File: config.mk
export PLATFORM = sky130hd
export DESIGN_NAME = i2c_master_byte_sequencer_top_flat
export DESIGN_NICKNAME = d
export VERILOG_FILES = /design/src/rtl/core/i2cms_pkg.sv /design/src/rtl/core/i2cms_in_if.sv /design/src/rtl/core/i2cms_out_if.sv /design/src/rtl/core/i2c_master_byte_sequencer_top.sv /design/src/flat_wrapper.sv
export SDC_FILE = /design/constraint.sdc
export NUM_CORES = 1
export LEC_CHECK = 0
export CAP_MARGIN = 10
export CORE_MARGIN = 4
export CORE_UTILIZATION = 35
export CTS_BUF_LIST = sky130_fd_sc_hd__clkbuf_16
export CTS_CLUSTER_DIAMETER = 100
export DETAILED_ROUTE_END_ITERATION = 16
export DONT_BUFFER_PORTS = 1
export GPL_ROUTABILITY_DRIVEN = 0
export REMOVE_ABC_BUFFERS = 1
export SLEW_MARGIN = 10
export SYNTH_ARGS = -nofsm -noshare
export SYNTH_HDL_FRONTEND = slang
export SYNTH_SLANG_ARGS = --single-unit
export TNS_END_PERCENT = 30
File: constraint.sdc
create_clock -name clk_i -period 3.9 [get_ports clk_i]
set_input_delay 0.195 -clock clk_i [delete_from_list [all_inputs] [get_ports clk_i]]
set_output_delay 0.195 -clock clk_i [all_outputs]
set_load 0.01 [all_outputs]
File: src/rtl/core/i2cms_pkg.sv
package i2cms_pkg;

  localparam int unsigned TpmW    = 8;
  localparam int unsigned TmoW    = 8;
  localparam int unsigned HoldW   = 12;
  localparam int unsigned BitCntW = 4;
  localparam int unsigned ByteW   = 8;
  localparam int unsigned OpW     = 3;
  localparam int unsigned CfgIdxW = 1;

  localparam int unsigned BitsPerByte = 8;

  localparam logic [TpmW-1:0] TpmReset = TpmW'(72);
  localparam logic [TmoW-1:0] TmoReset = TmoW'(250);

  // configuration register indexes
  typedef enum logic [CfgIdxW-1:0] {
    CFG_TICKS_PER_US = 1'b0,
    CFG_ACK_TIMEOUT  = 1'b1
  } cfg_idx_e;

  typedef enum logic [OpW-1:0] {
    OP_START = 3'd0,
    OP_STOP  = 3'd1,
    OP_SEND  = 3'd2,
    OP_READ  = 3'd3,
    OP_WAIT  = 3'd4,
    OP_ACK   = 3'd5
  } op_e;

  typedef struct packed {
    logic             scl_level;
    logic             sda_level;
    logic             sda_drive;
    logic             busy_res;
    logic             done_res;
    logic [ByteW-1:0] rx_byte;
    logic             ack_error;
  } result_t;

endpackage

File: src/rtl/core/i2cms_in_if.sv
interface i2cms_in_if;
  logic                        valid;
  logic                        ready;
  logic                        cmd_valid;
  logic [i2cms_pkg::OpW-1:0]   operation;
  logic [i2cms_pkg::ByteW-1:0] tx_byte;
  logic                        send_ack;
  logic                        sda_in;

  modport source (output valid, cmd_valid, operation, tx_byte, send_ack, sda_in,
                  input ready);
  modport sink   (input valid, cmd_valid, operation, tx_byte, send_ack, sda_in,
                  output ready);
endinterface

File: src/rtl/core/i2cms_out_if.sv
interface i2cms_out_if;
  logic                        valid;
  logic                        ready;
  logic                        scl_level;
  logic                        sda_level;
  logic                        sda_drive;
  logic                        busy_res;
  logic                        done_res;
  logic [i2cms_pkg::ByteW-1:0] rx_byte;
  logic                        ack_error;

  modport source (output valid, scl_level, sda_level, sda_drive, busy_res, done_res,
                  rx_byte, ack_error, input ready);
  modport sink   (input valid, scl_level, sda_level, sda_drive, busy_res, done_res,
                  rx_byte, ack_error, output ready);
endinterface

File: src/rtl/core/i2c_master_byte_sequencer_top.sv
// Channel | Dir | Payload                                            | Rate
// in_i    | in  | cmd_valid, operation, tx_byte, send_ack, sda_in   | 1 item/cycle
// out_o   | out | scl/sda level, sda_drive, busy, done, rx, ack_err  | 1 item/cycle
// cfg     | in  | cfg_we_i, cfg_idx_i, cfg_data_i                    | any idle cycle
//
// Each item (one line tick) is processed in the cycle it is accepted: the
// sequencer state and its result update at that edge.
// Results go through a 2-entry output buffer; in_i.ready drops only when it is
// full, so a stalled sink stalls the input and nothing else.
// Reset: idle, SCL/SDA high and driven, 72 ticks per us, ack timeout 250.
module i2c_master_byte_sequencer_top (
  input  logic                            clk_i,
  input  logic                            rst_ni,
  i2cms_in_if.sink                        in_i,
  i2cms_out_if.source                     out_o,
  input  logic                            cfg_we_i,
  input  logic [i2cms_pkg::CfgIdxW-1:0]   cfg_idx_i,
  input  logic [i2cms_pkg::TpmW-1:0]      cfg_data_i
);

  typedef enum logic [3:0] {
    PH_IDLE, PH_ST_A, PH_ST_B, PH_SP_A, PH_SP_B, PH_SP_C,
    PH_WA_A, PH_WA_B, PH_WA_POLL, PH_TX_SET, PH_TX_HI, PH_TX_LO,
    PH_RX_LO, PH_RX_HI, PH_AK_A, PH_AK_B
  } phase_e;

  localparam int unsigned HoldW = i2cms_pkg::HoldW;
  localparam int unsigned ByteW = i2cms_pkg::ByteW;

  // configuration
  logic [i2cms_pkg::TpmW-1:0] tpm_q;
  logic [i2cms_pkg::TmoW-1:0] tmo_lim_q;

  always_ff @(posedge clk_i or negedge rst_ni) begin
    if (!rst_ni) begin
      tpm_q     <= i2cms_pkg::TpmReset;
      tmo_lim_q <= i2cms_pkg::TmoReset;
    end else if (cfg_we_i) begin
      unique case (i2cms_pkg::cfg_idx_e'(cfg_idx_i))
        i2cms_pkg::CFG_TICKS_PER_US: tpm_q     <= cfg_data_i;
        i2cms_pkg::CFG_ACK_TIMEOUT:  tmo_lim_q <= cfg_data_i;
        default: ;
      endcase
    end
  end

  // sequencer state
  phase_e                          phase_q, phase_d;
  logic [HoldW-1:0]                hold_q, hold_d;
  logic [i2cms_pkg::BitCntW-1:0]   bit_q, bit_d;
  logic [ByteW-1:0]                shift_q, shift_d;
  logic [i2cms_pkg::TmoW-1:0]      tmo_q, tmo_d;
  logic                            ackb_q, ackb_d;
  logic                            scl_q, scl_d, sda_q, sda_d, drv_q, drv_d;
  logic                            err_q, err_d;
  logic [ByteW-1:0]                rx_q, rx_d;
  logic                            done_c, do_poll;

  logic                            in_fire, out_fire;

  // hold lengths of 1, 2 and 5 us
  logic [HoldW-1:0] tick_us, hold1, hold2, hold5;
  assign tick_us = (tpm_q == '0) ? HoldW'(1) : HoldW'(tpm_q);
  assign hold1   = tick_us;
  assign hold2   = tick_us << 1;
  assign hold5   = (tick_us << 2) + tick_us;

  always_comb begin
    phase_d = phase_q;
    hold_d  = hold_q;
    bit_d   = bit_q;
    shift_d = shift_q;
    tmo_d   = tmo_q;
    ackb_d  = ackb_q;
    scl_d   = scl_q;
    sda_d   = sda_q;
    drv_d   = drv_q;
    err_d   = err_q;
    rx_d    = rx_q;
    done_c  = 1'b0;
    do_poll = 1'b0;
    if (in_fire) begin
      priority if (phase_q == PH_IDLE) begin
        if (in_i.cmd_valid) begin
          ackb_d = in_i.send_ack;
          unique case (i2cms_pkg::op_e'(in_i.operation))
            i2cms_pkg::OP_START: begin
              drv_d = 1'b1; sda_d = 1'b1; scl_d = 1'b1;
              phase_d = PH_ST_A; hold_d = hold5;
            end
            i2cms_pkg::OP_STOP: begin
              drv_d = 1'b1; scl_d = 1'b0; sda_d = 1'b0;
              phase_d = PH_SP_A; hold_d = hold5;
            end
            i2cms_pkg::OP_SEND: begin
              drv_d = 1'b1; scl_d = 1'b0;
              sda_d   = in_i.tx_byte[ByteW-1];
              shift_d = in_i.tx_byte << 1;
              bit_d   = i2cms_pkg::BitCntW'(1);
              phase_d = PH_TX_SET; hold_d = hold2;
            end
            i2cms_pkg::OP_READ: begin
              sda_d = 1'b0; drv_d = 1'b0; scl_d = 1'b0;
              shift_d = '0; bit_d = '0;
              phase_d = PH_RX_LO; hold_d = hold5;
            end
            i2cms_pkg::OP_WAIT: begin
              err_d = 1'b0; tmo_d = '0;
              scl_d = 1'b0; drv_d = 1'b0;
              phase_d = PH_WA_A; hold_d = hold2;
            end
            i2cms_pkg::OP_ACK: begin
              scl_d = 1'b0; drv_d = 1'b1; sda_d = ~in_i.send_ack;
              phase_d = PH_AK_A; hold_d = hold2;
            end
            default: ;  // undefined operations are dropped
          endcase
        end
      end else if (phase_q == PH_WA_POLL) begin
        do_poll = 1'b1;
      end else if (hold_q > HoldW'(1)) begin
        hold_d = hold_q - HoldW'(1);
      end else begin
        unique case (phase_q)
          PH_ST_A:   begin sda_d = 1'b0; phase_d = PH_ST_B; hold_d = hold5; end
          PH_ST_B:   begin scl_d = 1'b0; phase_d = PH_IDLE; hold_d = '0; done_c = 1'b1; end
          PH_SP_A:   begin scl_d = 1'b1; phase_d = PH_SP_B; hold_d = hold1; end
          PH_SP_B:   begin sda_d = 1'b1; phase_d = PH_SP_C; hold_d = hold5; end
          PH_WA_A:   begin scl_d = 1'b1; phase_d = PH_WA_B; hold_d = hold2; end
          PH_WA_B:   begin phase_d = PH_WA_POLL; hold_d = '0; do_poll = 1'b1; end
          PH_TX_SET: begin scl_d = 1'b1; phase_d = PH_TX_HI; hold_d = hold5; end
          PH_TX_HI:  begin scl_d = 1'b0; phase_d = PH_TX_LO; hold_d = hold2; end
          PH_TX_LO: begin
            if (bit_q >= i2cms_pkg::BitCntW'(i2cms_pkg::BitsPerByte)) begin
              phase_d = PH_IDLE; hold_d = '0; done_c = 1'b1;
            end else begin
              sda_d   = shift_q[ByteW-1];
              shift_d = shift_q << 1;
              bit_d   = bit_q + i2cms_pkg::BitCntW'(1);
              phase_d = PH_TX_SET; hold_d = hold2;
            end
          end
          PH_RX_LO: begin
            scl_d   = 1'b1;
            shift_d = {shift_q[ByteW-2:0], in_i.sda_in};
            bit_d   = bit_q + i2cms_pkg::BitCntW'(1);
            phase_d = PH_RX_HI; hold_d = hold1;
          end
          PH_RX_HI: begin
            if (bit_q >= i2cms_pkg::BitCntW'(i2cms_pkg::BitsPerByte)) begin
              rx_d  = shift_q;
              scl_d = 1'b0; drv_d = 1'b1; sda_d = ~ackb_q;
              phase_d = PH_AK_A; hold_d = hold2;
            end else begin
              scl_d = 1'b0; phase_d = PH_RX_LO; hold_d = hold5;
            end
          end
          PH_AK_A:   begin scl_d = 1'b1; phase_d = PH_AK_B; hold_d = hold2; end
          PH_AK_B:   begin scl_d = 1'b0; phase_d = PH_IDLE; hold_d = '0; done_c = 1'b1; end
          default:   begin phase_d = PH_IDLE; hold_d = '0; done_c = 1'b1; end
        endcase
      end

      // ack poll: low SDA ends the wait, too many high samples send a stop
      if (do_poll) begin
        priority if (!in_i.sda_in) begin
          scl_d = 1'b0; phase_d = PH_IDLE; hold_d = '0; done_c = 1'b1;
        end else if (tmo_q >= tmo_lim_q) begin
          err_d = 1'b1;
          drv_d = 1'b1; scl_d = 1'b0; sda_d = 1'b0;
          phase_d = PH_SP_A; hold_d = hold5;
        end else begin
          tmo_d = tmo_q + i2cms_pkg::TmoW'(1);
        end
      end
    end
  end

  always_ff @(posedge clk_i or negedge rst_ni) begin
    if (!rst_ni) begin
      phase_q <= PH_IDLE;
      hold_q  <= '0;
      bit_q   <= '0;
      shift_q <= '0;
      tmo_q   <= '0;
      ackb_q  <= 1'b0;
      scl_q   <= 1'b1;
      sda_q   <= 1'b1;
      drv_q   <= 1'b1;
      err_q   <= 1'b0;
      rx_q    <= '0;
    end else begin
      phase_q <= phase_d;
      hold_q  <= hold_d;
      bit_q   <= bit_d;
      shift_q <= shift_d;
      tmo_q   <= tmo_d;
      ackb_q  <= ackb_d;
      scl_q   <= scl_d;
      sda_q   <= sda_d;
      drv_q   <= drv_d;
      err_q   <= err_d;
      rx_q    <= rx_d;
    end
  end

  // 2-entry result buffer
  i2cms_pkg::result_t res_c;
  i2cms_pkg::result_t obuf_q [2];
  logic               wr_ptr_q, rd_ptr_q;
  logic [1:0]         cnt_q;

  assign res_c = '{
    scl_level: scl_d,
    sda_level: sda_d,
    sda_drive: drv_d,
    busy_res:  (phase_d != PH_IDLE),
    done_res:  done_c,
    rx_byte:   rx_d,
    ack_error: err_d
  };

  assign in_i.ready = (cnt_q != 2'd2);
  assign in_fire    = in_i.valid & in_i.ready;
  assign out_o.valid = (cnt_q != 2'd0);
  assign out_fire   = out_o.valid & out_o.ready;

  always_ff @(posedge clk_i) begin
    if (in_fire) begin
      obuf_q[wr_ptr_q] <= res_c;
    end
  end

  always_ff @(posedge clk_i or negedge rst_ni) begin
    if (!rst_ni) begin
      wr_ptr_q <= 1'b0;
      rd_ptr_q <= 1'b0;
      cnt_q    <= '0;
    end else begin
      if (in_fire)  wr_ptr_q <= ~wr_ptr_q;
      if (out_fire) rd_ptr_q <= ~rd_ptr_q;
      unique case ({in_fire, out_fire})
        2'b10:   cnt_q <= cnt_q + 2'd1;
        2'b01:   cnt_q <= cnt_q - 2'd1;
        default: cnt_q <= cnt_q;
      endcase
    end
  end

  assign out_o.scl_level = obuf_q[rd_ptr_q].scl_level;
  assign out_o.sda_level = obuf_q[rd_ptr_q].sda_level;
  assign out_o.sda_drive = obuf_q[rd_ptr_q].sda_drive;
  assign out_o.busy_res  = obuf_q[rd_ptr_q].busy_res;
  assign out_o.done_res  = obuf_q[rd_ptr_q].done_res;
  assign out_o.rx_byte   = obuf_q[rd_ptr_q].rx_byte;
  assign out_o.ack_error = obuf_q[rd_ptr_q].ack_error;

  // a completing item is never reported as busy
  a_done_not_busy: assert property (@(posedge clk_i) disable iff (!rst_ni)
    in_fire && done_c |-> phase_d == PH_IDLE)
    else $error("done with sequence still running");

  // every timed phase holds a nonzero count
  a_hold_nonzero: assert property (@(posedge clk_i) disable iff (!rst_ni)
    phase_q != PH_IDLE && phase_q != PH_WA_POLL |-> hold_q != '0)
    else $error("timed phase with empty hold count");

  a_bit_range: assert property (@(posedge clk_i) disable iff (!rst_ni)
    bit_q <= i2cms_pkg::BitCntW'(i2cms_pkg::BitsPerByte))
    else $error("bit counter past byte length");

  a_buf_fill: assert property (@(posedge clk_i) disable iff (!rst_ni)
    in_fire && !out_fire |=> cnt_q == $past(cnt_q) + 2'd1)
    else $error("result buffer lost an item");

  a_poll_only_waiting: assert property (@(posedge clk_i) disable iff (!rst_ni)
    in_fire && do_poll |-> phase_q == PH_WA_POLL || phase_q == PH_WA_B)
    else $error("ack poll outside ack wait");

endmodule

File: src/flat_wrapper.sv
// flat-port wrapper written by rule: the top's interface ports become plain ports
module i2c_master_byte_sequencer_top_flat 
  (clk_i, rst_ni, cfg_we_i, cfg_idx_i, cfg_data_i, in_i_valid, in_i_cmd_valid, in_i_operation, in_i_tx_byte, in_i_send_ack, in_i_sda_in, in_i_ready, out_o_valid, out_o_scl_level, out_o_sda_level, out_o_sda_drive, out_o_busy_res, out_o_done_res, out_o_rx_byte, out_o_ack_error, out_o_ready);
  i2cms_in_if in_i_i ();
  i2cms_out_if out_o_i ();
  input  logic clk_i;
  input  logic rst_ni;
  input  logic cfg_we_i;
  input  logic [i2cms_pkg::CfgIdxW-1:0] cfg_idx_i;
  input  logic [i2cms_pkg::TpmW-1:0] cfg_data_i;
  input wire logic [$bits(in_i_i.valid)-1:0] in_i_valid;
  input wire logic [$bits(in_i_i.cmd_valid)-1:0] in_i_cmd_valid;
  input wire logic [$bits(in_i_i.operation)-1:0] in_i_operation;
  input wire logic [$bits(in_i_i.tx_byte)-1:0] in_i_tx_byte;
  input wire logic [$bits(in_i_i.send_ack)-1:0] in_i_send_ack;
  input wire logic [$bits(in_i_i.sda_in)-1:0] in_i_sda_in;
  output wire logic [$bits(in_i_i.ready)-1:0] in_i_ready;
  output wire logic [$bits(out_o_i.valid)-1:0] out_o_valid;
  output wire logic [$bits(out_o_i.scl_level)-1:0] out_o_scl_level;
  output wire logic [$bits(out_o_i.sda_level)-1:0] out_o_sda_level;
  output wire logic [$bits(out_o_i.sda_drive)-1:0] out_o_sda_drive;
  output wire logic [$bits(out_o_i.busy_res)-1:0] out_o_busy_res;
  output wire logic [$bits(out_o_i.done_res)-1:0] out_o_done_res;
  output wire logic [$bits(out_o_i.rx_byte)-1:0] out_o_rx_byte;
  output wire logic [$bits(out_o_i.ack_error)-1:0] out_o_ack_error;
  input wire logic [$bits(out_o_i.ready)-1:0] out_o_ready;
  assign in_i_i.valid = in_i_valid;
  assign in_i_i.cmd_valid = in_i_cmd_valid;
  assign in_i_i.operation = in_i_operation;
  assign in_i_i.tx_byte = in_i_tx_byte;
  assign in_i_i.send_ack = in_i_send_ack;
  assign in_i_i.sda_in = in_i_sda_in;
  assign in_i_ready = in_i_i.ready;
  assign out_o_valid = out_o_i.valid;
  assign out_o_scl_level = out_o_i.scl_level;
  assign out_o_sda_level = out_o_i.sda_level;
  assign out_o_sda_drive = out_o_i.sda_drive;
  assign out_o_busy_res = out_o_i.busy_res;
  assign out_o_done_res = out_o_i.done_res;
  assign out_o_rx_byte = out_o_i.rx_byte;
  assign out_o_ack_error = out_o_i.ack_error;
  assign out_o_i.ready = out_o_ready;
  i2c_master_byte_sequencer_top u_core (.clk_i(clk_i), .rst_ni(rst_ni), .in_i(in_i_i), .out_o(out_o_i), .cfg_we_i(cfg_we_i), .cfg_idx_i(cfg_idx_i), .cfg_data_i(cfg_data_i));
endmodule
==> After elaboration in Yosys (flattened, before gate mapping) <==
Memory sizes are Yosys's and may differ from the RTL's.
Cells that the tools add are included.
W data, S select, Z words.
{ "op_classes": {"mul": 0, "n_addsub": 6, "eq_ne": 27, "n_mux": 106, "div": 0, "n_lt_le_gt_ge": 3, "bitwise_logic": 7, "reduce_logical": 23, "shifts": 0} }
{ "ops": {"columns": ["cell", "n"], "rows": [
  ["$mux W8", 18],
  ["$mux W12", 9],
  ["$pmux W12 S5", 1],
  ["$mux W4", 14],
  ["$mux W1", 49],
  ["$pmux W4 S11", 1],
  ["$eq A4 B4 Y1 const B", 8],
  ["$pmux W8 S2", 2],
  ["$pmux W12 S2", 1],
  ["$pmux W4 S6", 1],
  ["$pmux W4 S2", 2],
  ["$add A12 B12 Y12", 1],
  ["$eq A4 B3 Y1 const B", 3],
  ["$gt A12 B1 Y1 const B", 1],
  ["$reduce_or A3 Y1", 4],
  ["$sub A12 B1 Y12 const B", 1],
  ["$reduce_or A10 Y1", 1],
  ["$reduce_or A5 Y1", 2],
  ["$add A8 B1 Y8 const B", 1],
  ["$eq A4 B2 Y1 const B", 2],
  ["$ge A8 B8 Y1", 1],
  ["$logic_not A8 Y1", 1],
  ["$pmux W1 S2", 4],
  ["$pmux W1 S4", 2],
  ["other kinds (28)", 42]
]} }
{ "totals": {"latchBits": 0, "word_cells": 189, "out_inout_bits": 16, "reg_bits": 69, "mem_count": 1, "ram_bits": 28, "mem_bits_ro": 0} }
{ "memory_table": {"columns": ["memory", "words", "word_bits", "rd", "rd_ports_with_merged_regs", "write_ports", "line_no", "rtl"], "rows": [
  ["u_core.obuf_q", 2, 14, 1, 0, 1, "i2c_master_byte_sequencer_top.sv:209", "i2cms_pkg::result_t obuf_q [2];"]
]} }

==> Longest topological paths before layout <==
{ "logic_depth": {"depth_word": 11, "depth_mapped": 11, "ltp_nobuf": 10} }

==> Least setup slack after synthesis <==
OpenSTA, ideal clock, no wires.
{ "synth_path": {"path_kind": "register -> register", "start": "register u_core.tpm_q[1] (netlist bit)", "end": "register u_core.hold_q[8]", "required_time_ps": 3813, "slack_ps": 991, "setup_ps": 87, "t_arrival_ps": 2822, "stages_incl_launch_ff": 11, "cell_sequence": "dfrtp_1 > clkbuf_1 > clkbuf_1 > fa_1 > maj3_1 > a2111oi_0 > or3_1 > xnor2_1 > a21oi_1 > or4_1 > o211ai_1"} }
{ "synth_between": {"elab_chain_len": 11, "word_cells_on_any_way": 14, "cone_classes": "add/sub (1); mux (12); reduce/logical (1)"} }
{ "synth_rtl": {"columns": ["element", "line_no", "rtl"], "rows": [
  ["start: declaration", "i2c_master_byte_sequencer_top.sv:31", "logic [i2cms_pkg::TpmW-1:0] tpm_q;"],
  ["start signal: assignment", "i2c_master_byte_sequencer_top.sv:36", "tpm_q <= i2cms_pkg::TpmReset;"],
  ["start signal: assignment", "i2c_master_byte_sequencer_top.sv:40", "i2cms_pkg::CFG_TICKS_PER_US: tpm_q <= cfg_data_i;"],
  ["$logic_not A8 Y1", "i2c_master_byte_sequencer_top.sv:63", "assign tick_us = (tpm_q == '0) ? HoldW'(1) : HoldW'(tpm_q);"],
  ["$mux W8 *", "i2c_master_byte_sequencer_top.sv:63", null],
  ["$add A12 B12 Y12", "i2c_master_byte_sequencer_top.sv:66", "assign hold5 = (tick_us << 2) + tick_us;"],
  ["$mux W12", "i2c_master_byte_sequencer_top.sv:150", "if (bit_q >= i2cms_pkg::BitCntW'(i2cms_pkg::BitsPerByte)) begin"],
  ["$pmux W12 S5", "i2c_master_byte_sequencer_top.sv:124", "unique case (phase_q)"],
  ["$mux W12", "i2c_master_byte_sequencer_top.sv:121", "end else if (hold_q > HoldW'(1)) begin"],
  ["$mux W12", "i2c_master_byte_sequencer_top.sv:119", "end else if (phase_q == PH_WA_POLL) begin"],
  ["$mux W12", "i2c_master_byte_sequencer_top.sv:83", "priority if (phase_q == PH_IDLE) begin"],
  ["$mux W12", "i2c_master_byte_sequencer_top.sv:168", "end else if (tmo_q >= tmo_lim_q) begin"],
  ["$mux W12", "i2c_master_byte_sequencer_top.sv:166", "priority if (!in_i.sda_in) begin"],
  ["$mux W12 *", "i2c_master_byte_sequencer_top.sv:165", "if (do_poll) begin"],
  ["end signal: assignment", "i2c_master_byte_sequencer_top.sv:194", "hold_q <= hold_d;"],
  ["end: declaration", "i2c_master_byte_sequencer_top.sv:49", "logic [HoldW-1:0] hold_q, hold_d;"]
]} }
Every way passes the cells marked *; elsewhere a longest branch is shown, timed or not.
A chain may end at the register's enable or synchronous reset.

==> Worst setup path in the final report <==
{ "layout_path": {"start": "register u_core.tpm_q[2] (netlist bit)", "end": "register u_core.hold_q[8]"} }
Same word-level chain as after synthesis.

==> summary.md <==
| Metric | Value |
|---|---|
| Routed wire per std cell | between 15 and 20 um |
| P per Cell Area | about 710 mW/mm^2 |
| GRT Total Usage | between 10% and 20% |
| Synth Instances | ~660 |
| CP startpoint kind | flip-flop |
| Pin count of the biggest net entering global routing | 70 |
| Hold Violations, Final | 0 |
| Final setup viols | 0 |
| Die Wd | between 100 and 150 um |
| CTS max path bufs | 2 |
| Postcts setup bufs | 0 |
| Routed wl met2 | around 7600 um |
| Max Used Layer | met4 |
| Nets | about 700 |
| Final Cycle Share | between 70 and 80% |
| Drt drc | 0 |
| Design area | 0.006670 mm^2 |
| Number of max-cap violations | 0 |
| Crit. End Element | flip-flop |
| Initial DRC Count | between 400 and 500 |
| Async SR Flop Fraction | a little under three quarters |
| Worst path required time | approximately 4.2 ns |
| Drt via density | about 6 |
| Register area | 0.002581 mm^2 |
| Met3 WL | between 1000 and 1500 um |
| Area grow syn2layout | 9.489% |
| IO Count | 44 |
| CP Cell Sequence | nand2_1 > inv_1 > fa_1 > maj3_1 > a2111oi_0 > or3_1 > xnor2_1 > a21oi_1 > or4_1 > o211ai_1 |
| Fmax | approximately 330 MHz |
| Starting Density | between 30% and 40% |
| Utilization after layout | between 30% and 40% |
| Post-Route Setup TNS | 0 ns |
| Pwr Total | roughly 4.8 mW |
| Register bit total from synthesis | 97 |
| CTS sink count | 97 |
| Via count | 5144 |
| Share of layout cells above drive strength 1 | around 14% |
| Vias in the first global route | around 4800 |
| DP Cell Count | roughly 840 |
| Placement Rows | between 40 and 50 |
| Max incr delay on CP | a little under 0.5 ns |
| Leakage | ~2.6 nW |
| Max Fanout on Critical Path | 7 |
| Mapped Area | between 0.006 and 0.007 mm^2 |
| Post-route minimum period | roughly 3 ns |
| Total grt overflow | 0 |
| Top post-synthesis cells by area | dfrtp_1 24%, edfxtp_1 14%, mux2_2 7.0%, dfstp_2 4.7%, nor2_1 3.9% |
| Yosys cell types | just under 70 |
| IO Port Bufs | 0 |
| Met1 wire length | 6785 um |
| Peak VDD IR | approximately 0.33 mV |
| Hold WC Path Type | input port to flip-flop |
| Crit-path slowest cell | or4_1 |
| CTS HTree Levels | 3 |
| Relative slew slack | a little over a third |
| Max-slew violations | 0 |
| Core box area | around 0.017 mm^2 |
| Top cell type's share of synthesized area | 23.82% |
| Ys flop type | dfrtp_1 |
| CTS tree | yes |
| Root buffer cell | clkbuf_16 |
| Ys Warns | 0 |
| Clock Latency Late Sink | ~0.35 ns |
| Layout Skew | 0.006696 ns |
| Least-Margin Pin Slew | between 0.9 and 1 ns |
| Post-synthesis sequential area ratio | approximately 42% |
| Post-DP Area | about 0.0062 mm^2 |
| CTS clk-pin slew, worst paths | around 0.07 ns |
| Crit path arrival time | approximately 3.3 ns |
| Post-CTS sizing | 0 |
| DIE AREA | 0.01958 mm^2 |
| 1st-pass router iterations | 6 |
| Area of the multi-input gates | approximately 0.0032 mm^2 |
| Final ANT Viol Nets | 0 |
| Synth Area per Inst | ~9.3 um^2 |
| Crit path kind | flip-flop to flip-flop |
| Fill cells | ~1700 |
| Global-route wire length before repair | roughly 26000 um |
| Total CTS buffers | 9 |
| # hold bufs at CTS | 11 |
| Post-Route WL | ~16000 um |
| # diodes | 0 |
| Cell taking the most area after synthesis | dfrtp_1 |
| Status | completed |
| Unrepaired setup endpoints after global routing | no |
| Layout Cells excl Fill | 862 |
| Hpwl dp | between 10000 and 15000 um |
| Post-synth EDFFs | 28 |
| Initial antenna violation count | 0 |
| Die Ht | 139.9 um |
-- final cells by class --
type                       instances  share of cell area [%]
sequential                        97                   38.70
timing repair buffer              18                   2.701
tap                              220                   4.127
clock inverter                     7                   1.069
clock buffer                       9                   3.376
inverter                          27                   1.519
multi-input combinational        484                   48.51
-- final timing paths --
| kind | from | to | slack [ns] | depth (start not counted) |
|---|---|---|---|---|
| setup / recovery | u_core.tpm_q[2] | u_core.hold_q[8] | 0.89 | 10 |
| hold / removal | in_i_sda_in | u_core.shift_q[0] | 0.04 | 2 |
| setup reg to reg | u_core.tpm_q[2] | u_core.hold_q[8] | 0.89 | 10 |
| hold reg to reg | u_core.wr_ptr_q | u_core.wr_ptr_q | 0.50 | 1 |
| max in group asynchronous | rst_ni | u_core.scl_q | 3.15 | 2 |
| min in group asynchronous | rst_ni | u_core.hold_q[5] | 0.42 | 2 |
-- cell usage after synthesis, drive strengths merged, types with 14 or more instances --
master,count
clkbuf,40
dfrtp,58
edfxtp,28
a31oi,15
nor3,18
o21ai,45
nand3,14
a21oi,43
inv,26
ha,18
nor2,67
mux2,38
nand2,54
-- worst max-delay path, delay by kind of cell, from the launching register on --
family	cells	cell delay, ns
AO/OA/AOI/OAI	3	0.64
XOR/XNOR	1	0.19
adder cells (fa/ha/maj)	2	0.77
buffers and inverters	1	0.06
flip-flops	1	0.47
AND/OR/NAND/NOR	3	0.82
-- cell usage in the layout (no fill, tap or decap), types with 5 or more instances in the layout --
cell type      count
inv_1             26
dfrtp_1           58
a2bb2oi_1          5
a22oi_1           12
nor2b_1            6
nor2_1            64
a21o_1             5
clkbuf_16          9
nor3_1            18
nand2_1           54
nand3_1           14
or2_2              6
ha_1              18
mux2_2            38
buf_4              7
xor2_1             9
xnor2_1           12
or4_1              5
edfxtp_1          28
o21ai_0           41
dlygate4sd3_1     10
o22ai_1            6
a31oi_1           15
dfstp_2           11
a221oi_1           6
and3_1             6
a221o_1            5
a21oi_1           43
nand2b_1          10
-- power breakdown --
part	switching, mW	leakage, nW	internal, mW
registers	0.422	1.09	1.38
logic	1.21	1.32	0.860
clock network	0.426	0.144	0.451
-- sequential cells by signal (all words and copies together), names as in the netlist, 4 cells and up --
| name | flops |
|---|---|
| u_core.shift_q | 8 |
| u_core.obuf_q | 28 |
| u_core.tmo_q | 8 |
| u_core.hold_q | 12 |
| u_core.tpm_q | 8 |
| u_core.phase_q | 4 |
| u_core.tmo_lim_q | 8 |
| u_core.rx_q | 8 |
| u_core.bit_q | 4 |
-- layer usage --
| layer | GRT usage (%) | vias to the layer above |
|---|---|---|
| met5 | 0 | - |
| met4 | 6.986 | 0 |
| met2 | 26.11 | 232 |
| met1 | 21.18 | 2485 |
| met3 | 4.022 | 41 |
| li1 | - | 2386 |
-- cell families after synthesis --
group | after synthesis | synth area share (%)
compound gates | 196 | 21.71
xor+xnor | 21 | 3.019
fa+ha+maj | 20 | 4.190
buf+inv | 74 | 4.723
flops | 97 | 42.37
mux | 42 | 7.681
simple gates | 205 | 16.31
-- metrics by stage --
step	hold slack [ns]	worst slack [ns]
global route	0.05093	0.5768
finish	0.04306	0.8851
floorplan	-0.1006	0.7803
detailed placement	-0.09633	0.8582
global placement	-0.09534	0.9411
CTS	0.04742	0.8601
Power figures use the tool's default switching activity.
